[config.mk]
export PLATFORM = sky130hd
export DESIGN_NAME = mi3_fifo
export DESIGN_NICKNAME = d
export VERILOG_FILES = /design/src/rtl/mi3_pkg.sv /design/src/rtl/mi3_fifo.sv
export SDC_FILE = /design/constraint.sdc
export NUM_CORES = 1
export LEC_CHECK = 0
export ABC_AREA = 1
export BUFFER_PORTS_ARGS = -buffer_cell sky130_fd_sc_hd__buf_2
export CAP_MARGIN = 5
export CORE_UTILIZATION = 38
export DETAILED_ROUTE_END_ITERATION = 8
export PLACE_DENSITY = 0.55
export SYNTH_ARGS = -nofsm -noshare
export SYNTH_HDL_FRONTEND = slang
export SYNTH_SLANG_ARGS = --single-unit
[constraint.sdc]
create_clock -name clk_i -period 14.1 [get_ports clk_i]
set_input_delay 1.41 -clock clk_i [delete_from_list [all_inputs] [get_ports clk_i]]
set_output_delay 1.41 -clock clk_i [all_outputs]
set_load 0.005 [all_outputs]
[src/rtl/mi3_pkg.sv]
// ----------------------------------------------------------------------------
// Matrix3 inverse package
// Widths, index tables, shared types and the divider step functions.
// ----------------------------------------------------------------------------
`default_nettype none

package mi3_pkg;

  localparam int unsigned IN_FRAC_BITS  = 14;
  localparam int unsigned OUT_FRAC_BITS = 16;

  localparam int unsigned NUM_ELEM  = 9;
  localparam int unsigned ELEM_W    = 16;
  localparam int unsigned RES_W     = 32;
  localparam int unsigned IN_W      = NUM_ELEM * ELEM_W;
  localparam int unsigned OUT_W     = NUM_ELEM * RES_W;

  localparam int unsigned PROD_W    = 2 * ELEM_W;
  localparam int unsigned COF_W     = PROD_W + 1;
  localparam int unsigned DETP_W    = ELEM_W + COF_W;
  localparam int unsigned DET_W     = DETP_W + 2;
  // |det| < 3 * 2^46, so 48 magnitude bits are enough.
  localparam int unsigned DMAG_W    = 48;
  localparam int unsigned R_W       = DMAG_W + 1;
  localparam int unsigned NUM_MAG_W = 33;
  localparam int unsigned Q_W       = RES_W + 1;

  localparam int unsigned SHIFT     = IN_FRAC_BITS + OUT_FRAC_BITS;
  localparam int unsigned DIV_STEPS = NUM_MAG_W + SHIFT;
  localparam int unsigned LAST_STEP = DIV_STEPS - 1;

  localparam int unsigned FRONT_STAGES = 4;
  localparam int unsigned FIFO_DEPTH   = 4;
  localparam int unsigned FIFO_AW      = 2;

  // Adjugate entry k = m[t0]*m[t1] - m[t2]*m[t3], row-major order.
  localparam logic [3:0] ADJ_TERM [NUM_ELEM][4] = '{
    '{4'd4, 4'd8, 4'd5, 4'd7},
    '{4'd2, 4'd7, 4'd1, 4'd8},
    '{4'd1, 4'd5, 4'd2, 4'd4},
    '{4'd5, 4'd6, 4'd3, 4'd8},
    '{4'd0, 4'd8, 4'd2, 4'd6},
    '{4'd3, 4'd2, 4'd0, 4'd5},
    '{4'd3, 4'd7, 4'd4, 4'd6},
    '{4'd1, 4'd6, 4'd0, 4'd7},
    '{4'd0, 4'd4, 4'd1, 4'd3}
  };

  // Adjugate entries that pair with the first row in the determinant.
  localparam logic [3:0] DET_COF [3] = '{4'd0, 4'd3, 4'd6};

  typedef struct packed {
    logic                               singular;
    logic [NUM_ELEM-1:0]                neg;
    logic [DMAG_W-1:0]                  dmag;
    logic [NUM_ELEM-1:0][NUM_MAG_W-1:0] amag;
  } front_word_t;

  typedef struct packed {
    logic full;
    logic empty;
  } q_status_t;

  typedef struct packed {
    logic [DMAG_W-1:0]    rem;
    logic [NUM_MAG_W-1:0] dvd;
    logic [Q_W-1:0]       quo;
    logic                 sat;
  } lane_t;

  typedef struct packed {
    logic                       singular;
    logic [NUM_ELEM-1:0]        neg;
    logic [DMAG_W-1:0]          dmag;
    lane_t [NUM_ELEM-1:0]       lane;
  } div_stage_t;

  // Largest magnitude a result may take for the given sign.
  function automatic logic [Q_W-1:0] lane_limit(input logic neg);
    logic [Q_W-1:0] top;
    top = Q_W'(1) << (RES_W - 1);
    return neg ? top : top - Q_W'(1);
  endfunction

  // One restoring division step: one quotient bit.
  function automatic lane_t div_step(input lane_t l, input logic [DMAG_W-1:0] d,
                                     input logic neg);
    logic [R_W-1:0] r_sh;
    logic [R_W-1:0] diff;
    logic           ge;
    logic [Q_W:0]   qx;
    lane_t          o;
    r_sh  = {l.rem, l.dvd[NUM_MAG_W-1]};
    ge    = r_sh >= {1'b0, d};
    diff  = r_sh - {1'b0, d};
    o.rem = ge ? diff[DMAG_W-1:0] : r_sh[DMAG_W-1:0];
    o.dvd = {l.dvd[NUM_MAG_W-2:0], 1'b0};
    qx    = {l.quo, ge};
    if (l.sat) begin
      o.quo = l.quo;
      o.sat = 1'b1;
    end else begin
      o.quo = qx[Q_W-1:0];
      o.sat = qx > {1'b0, lane_limit(neg)};
    end
    return o;
  endfunction

  function automatic div_stage_t stage_step(input div_stage_t s);
    div_stage_t o;
    o = s;
    for (int k = 0; k < NUM_ELEM; k++) begin
      o.lane[k] = div_step(s.lane[k], s.dmag, s.neg[k]);
    end
    return o;
  endfunction

  // Round to nearest (ties away from zero), saturate, then apply the sign; a singular matrix gives zero.
  function automatic logic [RES_W-1:0] lane_result(input lane_t l,
                                                   input logic [DMAG_W-1:0] d,
                                                   input logic neg,
                                                   input logic singular);
    logic [Q_W-1:0] lim;
    logic [Q_W-1:0] qr;
    logic [Q_W-1:0] neg_q;
    logic           rnd;
    lim   = lane_limit(neg);
    rnd   = !l.sat && (l.rem >= d - l.rem);
    qr    = l.quo + Q_W'(rnd);
    if (l.sat || qr > lim) begin
      qr = lim;
    end
    neg_q = Q_W'(0) - qr;
    if (singular) begin
      return '0;
    end
    return neg ? neg_q[RES_W-1:0] : qr[RES_W-1:0];
  endfunction

endpackage

`default_nettype wire

[src/rtl/mi3_fifo.sv]
// ----------------------------------------------------------------------------
// Matrix3 inverse work queue
// Short queue that decouples the front end from the divider pipeline.
// ----------------------------------------------------------------------------
`default_nettype none

module mi3_fifo (
  input  logic                 clk_i,
  input  logic                 rst_ni,
  input  logic                 push_i,
  input  mi3_pkg::front_word_t word_i,
  input  logic                 pop_i,
  output mi3_pkg::front_word_t word_o,
  output mi3_pkg::q_status_t   status_o
);
  import mi3_pkg::*;

  front_word_t          mem_q [FIFO_DEPTH];
  logic [FIFO_AW-1:0]   wptr_q;
  logic [FIFO_AW-1:0]   rptr_q;
  logic [FIFO_AW:0]     cnt_q;

  assign word_o         = mem_q[rptr_q];
  assign status_o.full  = (cnt_q == (FIFO_AW+1)'(FIFO_DEPTH));
  assign status_o.empty = (cnt_q == '0);

  always_ff @(posedge clk_i or negedge rst_ni) begin
    if (!rst_ni) begin
      wptr_q <= '0;
      rptr_q <= '0;
      cnt_q  <= '0;
    end else begin
      if (push_i) begin
        wptr_q <= wptr_q + FIFO_AW'(1);
      end
      if (pop_i) begin
        rptr_q <= rptr_q + FIFO_AW'(1);
      end
      cnt_q <= cnt_q + (FIFO_AW+1)'(push_i) - (FIFO_AW+1)'(pop_i);
    end
  end

  always_ff @(posedge clk_i) begin
    if (push_i) begin
      mem_q[wptr_q] <= word_i;
    end
  end

endmodule

`default_nettype wire

# Word level (Yosys, flattened, before mapping)
# Memories as Yosys holds them, arrays and structs flattened.
# Index checks and enable logic that the tools add are counted.
dict set report word_totals {
  ff_bits 7
  mem_bits_rw 1420
  input_bits 359
  wordCells 12
  n_memories 1
}
# name words word_bits read_ports rd_ports_with_merged_regs wr line_no
set mem_list {}
lappend mem_list {mem_q 4 355 1 0 1 mi3_fifo.sv:18} ;# front_word_t mem_q [FIFO_DEPTH];
dict set report classes {
  addsub 4
  eq_ne 1
  muxes 2
  n_reduce_logical 1
}
# op n
set op_table {}
lappend op_table {{2-bit by 1-bit adder with 2-bit output (second input constant)} 2}
lappend op_table {{3-bit by 1-bit adder with 3-bit output} 1}
lappend op_table {{3-bit == test (second input constant)} 1}
lappend op_table {{3-bit logical NOT} 1}
lappend op_table {{3-bit by 1-bit subtractor with 3-bit output} 1}
lappend op_table {{1-bit 2-to-1 mux} 2}

# Logic depth before layout (Yosys ltp)
# Gate-level depths: netlist (run 1).
dict set report depth {
  word_depth 2
  ltp_mapped 10
  depth_no_buf 10
}

# Worst setup path before layout (run 1)
# OpenSTA, ideal clock, no wires.
dict set report synth_timing {
  path_kind {input to register}
  start {in push_i}
  end {mem mem_q[0][0] in the netlist's numbering (enable)}
  setup_ns 0.705
  t_arrival_ns 8.555
  setup_slack_ns 4.839
  stages 3
  cell_sequence {clkbuf_1 > nand2_1 > inv_1}
}
dict set report synth_between {
  elab_chain_len 2
}
# element line_no
set synth_lines {}
lappend synth_lines {{start, declared} mi3_fifo.sv:10} ;# input logic push_i,
lappend synth_lines {{1-bit 2-to-1 mux} mi3_fifo.sv:44} ;# if (push_i) begin
lappend synth_lines {{1-bit 2-to-1 mux (not written as such)} mi3_fifo.sv:45} ;# mem_q[wptr_q] <= word_i;
lappend synth_lines {{end, declared} mi3_fifo.sv:18}
# No other way between the ends.

==> results.ini, run 1 <==
[clock_tree]
tritoncts = built
clock_latency_ns = 0.75
cts_buffers = 155
htreeDepth = 4
cts_max_path_buffers = 3
clk_transition_reported_paths_ns = 0.06
ctsHoldBuffers = 0
ctsRootBufferMaster = clkbuf_16
clock-sinks = 1427
cts_setup_buffers = 0
post_cts_resized = 0

[logic_synthesis]
synth_top_family_by_area = simple AND/OR/NAND/NOR gates
synthSimpleGateAreaFrac_pct = 17.05
ys_warn_count = 0
synth_nets = 5974
synth_fa_ha_area_share_pct = 0.1578
synth_seq_area_share_pct = 71.05
synth_xor_area_share_pct = 0.04360
netlist_area_sq_mm = 0.06026
synth.distinct_cells = 15
synthCells = 5608
synthMuxAreaShare_pct = 0
synth_compound_area_share_pct = 0.008306
synth.avg_cell_area_sq_um = 10.74
ys_ff_latch = 1427

[timing]
tightest_slew_ns = 1.193
final-hold-violation-count = 0
period_needed_ns = 6.159
final.setup.tns_ns = 0
timing.fmax_mhz = 162.4
slew_violations = 0
setup_violations = 0
timing.final.ws_setup_ns = 7.941
rsz0062_at_grt = no
fin_crit_sh_pct = 43.68
maxSlewHeadroom_pct = 20.49
fin_skew_ns = 0.03305

[floorplanning]
start_util_pct = 38.44
pin_count = 716
die_y_microns = 400.2
die_area_sq_mm = 0.1602
dieWidth_microns = 400.2
fp-row-count = 145
core-area_sq_mm = 0.1568

[route]
drtIter0Drc = 2233
vias = 38138
ant_nets = 0
drcViolationCount = 0
avgRoutedWirePerCell_microns = 17.31
wl_mm = 146.9
viasPerCell = 4.494
drtPass1Iterations = 6

[power]
p_per_area_mw_per_mm2 = 206.3
max-vdd-ir-drop_mv = 0.2837
power_uw = 14450
power.leakage_uw = 0.03228

[global_routing]
grt_max_degree = 192
grt_pass1_vias = 35545
antenna_found_initial = 69
grt_pass1_wl_mm = 221.6
grt_usage_pct = 18.00
gr-total-overflow = 0

[cells_and_area]
layout-drive-gt1-share_pct = 14.95
mostFrequentLayoutCell = nand2_1
area.growth.synth_to_final_pct = 16.21
fin_nets = 6642
final_cell_mix = nand2_1 (1786), inv_1 (1428), edfxtp_1 (1420)

[run_status]
outcome = finished clean

[critical_path]
crit_top_cell = nand2_1
path_max_fanout = 173
start_kind = register
path_class = reg2out
critPathCaptureType = output port
cp.arrival_ns = 4.75
crit_path_top_delay_cell = buf_4
path_cells = inv_8, buf_12, buf_4, nand2_1, nand3_1, nand2_1, buf_2
slowest_delay_ns = 0.88
cp.required_ns = 12.69

[placement]
place_congestion = 0.7934
hpwl_mm = 85.60
io_buffers = 715
place_ws_ns = 8.756

[min_path]
min_path_type = in2async

[job]
cap_violations = 0

metrics by stage:
step / std cells / hold WS [ns] / cell area (sq um) / utilization [%]
2_1_floorplan: 5608 / 0.4846 / 60260 / -
3_3_place_gp: 8177 / 0.5177 / 65160 / 41.57
3_5_place_dp: 8177 / 0.5189 / 65160 / 41.57
4_1_cts: 8464 / 0.4249 / 69970 / 44.64
5_1_grt: 8479 / 0.4431 / 70010 / 44.66
6_report: 8487 / 0.4987 / 70030 / 44.67
synth_stat cells:
cell type  number  share of area [%]
buf_2         157                1.3
buf_4           1              0.012
buf_6          76                1.4
clkbuf_1        3              0.019
dfrtp_1         7               0.29
edfxtp_1     1420                 71
fa_1            1              0.033
ha_1            6               0.12
inv_1        1432                8.9
inv_2           2              0.012
nand2_1      1786                 11
nand3_1       711                5.9
nor3_1          2              0.017
o21ai_0         1             0.0083
xor2_1          3              0.044
flip-flops by register name, summed over array words and instances, names as in the netlist:
register and count:
cnt_q 3, mem_q 1420, rptr_q 2, wptr_q 2
layout make-up:
cell class                 count  area [sq um]
antenna                       23         57.56
clock buffer                 206          4155
clock inverter                81         649.4
fill                       14615         86720
inverter                    1434          5428
multi-input combinational   2510         10400
sequential                  1427         42820
tap                         2058          2575
timing repair buffer         748          3939
critical path, delay by kind of cell (launching register included):
family / cells / cell delay (ns)
and+or+nand+nor: 3 / 0.46
DFF: 1 / 0.66
buffers and inverters: 4 / 2.44
cells by family (layout without fill, tap and decap cells):
group                    Yosys count  count (layout)
AO/OA/AOI/OAI                      1               1
XOR/XNOR                           3               3
adder cells (fa/ha/maj)            7               7
buffers and inverters           1671            2469
flip-flops                      1427            1427
other                              0              23
AND/OR/NAND/NOR                 2499            2499
worst paths after layout:
check,start,end,slack [ns],cells past startpoint
min in group clk_i,wptr_q[0],wptr_q[0],0.53,1
min reg2reg,wptr_q[0],wptr_q[0],0.53,1
min,rst_ni,wptr_q[1],0.50,1
max reg2reg,wptr_q[0],mem_q[0][237],10.59,6
max in group asynchronous,rst_ni,rptr_q[0],13.38,1
max,rptr_q[0],word_o[165],7.94,7
where the power goes:
part	total, uW	internal [uW]	switching [uW]
clock	3830	2190	1640
combinational	4880	1480	3400
sequential	5740	5550	190
total	14400	9220	5230
routing by layer:
| layer | routed length (microns) | GRT usage (%) | vias up |
|---|---|---|---|
| met3 | 9058 | 4.659 | 310 |
| met4 | 3800 | 5.722 | 50 |
| met1 | 61790 | 22.72 | 18044 |
| met2 | 71940 | 30.11 | 859 |
| li1 | - | - | 18875 |
| met5 | 316 | 0 | - |
Note: power is estimated with default switching activity, not from simulation.
==> inputs of run 2 (changes only) <==
- clock period: 14.1 -> 6.2 ns (I/O delays scaled with it)
==> run 2 against run 1 <==
  * Clock power rose by 130%
  * Clock-buffer cell count shrank 14
  * Non-clock buffer count grew 70
  * Total power rose by 130%
  * Worst hold slack lost 0.42 ns
  * Sequential cell count stayed put
  * Final area grew 1.2%
  * Sequential share of layout area shrank 0.74 points
  * Die area unchanged
  * Via count rose by 0.57%
  * Critical endpoint is now word_o[27]
==> results.ini, run 2 (synthesis gave the netlist of run 1 again) <==
[floorplanning]
start_util_pct = 38.44  ; unchanged
dieWidth_microns = 400.2  ; unchanged
die_area_sq_mm = 0.1602  ; unchanged
fp-row-count = 145  ; unchanged
die_y_microns = 400.2  ; unchanged
pin_count = 716  ; unchanged
core-area_sq_mm = 0.1568  ; unchanged

[job]
cap_violations = 0  ; unchanged

[power]
p_per_area_mw_per_mm2 = 467.2  ; was 206.3 mW/mm^2
max-vdd-ir-drop_mv = 0.4253  ; was 0.2837 mV
power.leakage_uw = 0.03264  ; was 0.03228 uW

[global_routing]
grt_pass1_wl_mm = 222.7  ; was 221.6 mm
grt_usage_pct = 18.16  ; was 18.00%
gr-total-overflow = 0  ; unchanged
grt_pass1_vias = 36056  ; was 35545
antenna_found_initial = 62  ; was 69
grt_max_degree = 207  ; was 192

[critical_path]
cp.required_ns = 5.58  ; was 12.69 ns
critPathCaptureType = output port  ; unchanged
start_kind = register  ; unchanged
startpoint = rptr_q[0]  ; unchanged
path_max_fanout = 206  ; was 173
critPathCapture = word_o[27]  ; was word_o[165]
path_class = reg2out  ; unchanged
regToRegStartpoint = wptr_q[1]  ; was wptr_q[0]
crit_path_top_delay_cell = buf_12  ; was buf_4
cp.arrival_ns = 3.48  ; was 4.75 ns
r2r-end = mem_q[1][19]  ; was mem_q[0][237]
r2r_cells = 5  ; was 6
r2r_setup_slack_ns = 3.14  ; was 10.59 ns
slowest_delay_ns = 0.68  ; was 0.88 ns
path_cells = buf_12, buf_12, nand2_1, nand3_1, nand2_1, buf_2  ; was inv_8, buf_12, buf_4, nand2_1, nand3_1, nand2_1, buf_2

[cells_and_area]
top_register = mem_q  ; unchanged
mostFrequentLayoutCell = nand2_1  ; unchanged
final_cell_mix = nand2_1 (1782), inv_1 (1428), edfxtp_1 (1420)  ; was nand2_1 (1786), inv_1 (1428), edfxtp_1 (1420)
top_regs = mem_q (1420), cnt_q (3)  ; unchanged
largest_reg_flops = 1420  ; unchanged
layout-drive-gt1-share_pct = 15.14  ; was 14.95%
area.growth.synth_to_final_pct = 17.63  ; was 16.21%
stdcell_area_sq_mm = 0.07088  ; was 0.07003 sq mm
fin_nets = 6714  ; was 6642

[timing]
fin_crit_sh_pct = 66.10
period_needed_ns = 4.098
slew_violations = 0  ; unchanged
timing.fmax_mhz = 244.0
rsz0062_at_grt = no  ; unchanged
tightest_slew_ns = 1.290  ; was 1.193 ns
fin_skew_ns = 0.01890  ; was 0.03305 ns
maxSlewHeadroom_pct = 13.99  ; was 20.49%
setup_violations = 0  ; unchanged
final-hold-violation-count = 0  ; unchanged
final.setup.tns_ns = 0  ; unchanged

[placement]
dpl_cell_area_sq_mm = 0.06533  ; was 0.06516 sq mm
place_congestion = 0.7637  ; was 0.7934
io_buffers = 715  ; unchanged
hpwl_mm = 85.75  ; was 85.60 mm

[run_status]
outcome = finished clean  ; unchanged

[route]
wl_mm = 147.8  ; was 146.9 mm
drtIter0Drc = 2290  ; was 2233
ant_nets = 0  ; unchanged
drcViolationCount = 0  ; unchanged
drtPass1Iterations = 5  ; was 6
vias = 38354  ; was 38138
viasPerCell = 4.481  ; was 4.494
avgRoutedWirePerCell_microns = 17.27  ; was 17.31 microns

[clock_tree]
clk_transition_reported_paths_ns = 0.06  ; about the same
htreeDepth = 4  ; unchanged
clock-sinks = 1427  ; unchanged
ctsRootBufferMaster = clkbuf_16  ; unchanged
tritoncts = built  ; unchanged
cts_max_path_buffers = 3  ; unchanged
clock_latency_ns = 0.75  ; about the same
post_cts_resized = 0  ; unchanged
cts_buffers = 157  ; was 155

[min_path]
min_path_type = in2reg  ; was in2async

run 2: final cells by class:
type / count / area, sq um
repair buffers: 818 / 4717
clock buffers: 192 / 4123
flip-flops and latches: 1427 / 42820
fillers: 14441 / 85870
inverters: 1434 / 5413
well taps: 2058 / 2575
diodes: 26 / 65.06
clock inverters: 94 / 750.7
multi-input cells: 2510 / 10410
run 2: worst max-delay path: cells and delay by family (launching register included):
kind / cells / cell delay, ns
buf+inv: 3 / 1.42
flops: 1 / 0.47
simple gates: 3 / 0.37
run 2: worst min path at each step:
stage | slack [ns] | end | cells after the start | start
floorplan | 0.32 | cnt_q[0] | 0 | rst_ni
global placement | 0.50 | cnt_q[2] | 2 | cnt_q[1]
detailed placement | 0.50 | rptr_q[1] | 1 | rst_ni
CTS | 0.0001 | mem_q[1][59] | 1 | word_i[59]
global route | 0.02 | mem_q[1][296] | 1 | word_i[296]
finish | 0.08 | mem_q[0][299] | 1 | word_i[299]
run 2: timing repair:
action | 4_1_cts | 5_1_grt
hold endpoints to repair | 212 | 0
buffers inserted | 0 | 0
setup endpoints to repair | 0 | 0
hold buffers | 61 | 0
run 2: stage by stage:
step / hold WS, ns / util [%] / worst slack [ns] / power [uW] / instances
after detailed placement: 0.5028 / 41.68 / 2.891 / 24720 / 8186
final: 0.07581 / 45.22 / 2.102 / 33120 / 8559
after global placement: 0.4984 / 41.68 / 2.916 / 24610 / 8186
after floorplan: 0.3244 / - / -0.3427 / 20430 / 5608
after global routing: 0.01871 / 45.21 / 1.837 / 35110 / 8552
after CTS: 0.0001104 / 45.18 / 2.028 / 33670 / 8533
run 2: metal layers:
metal	up-vias	routed length, microns	GRT usage, %
li1	19026	-	-
met1	18073	60170	22.37
met2	904	73230	30.47
met3	315	9023	4.507
met4	36	5201	7.281
met5	-	218	0
run 2: power by group:
| group | switching, uW | internal [uW] |
|---|---|---|
| Sequential | 334 | 12600 |
| Clock | 3750 | 5070 |
| Combinational | 7890 | 3460 |
| Total | 12000 | 21100 |
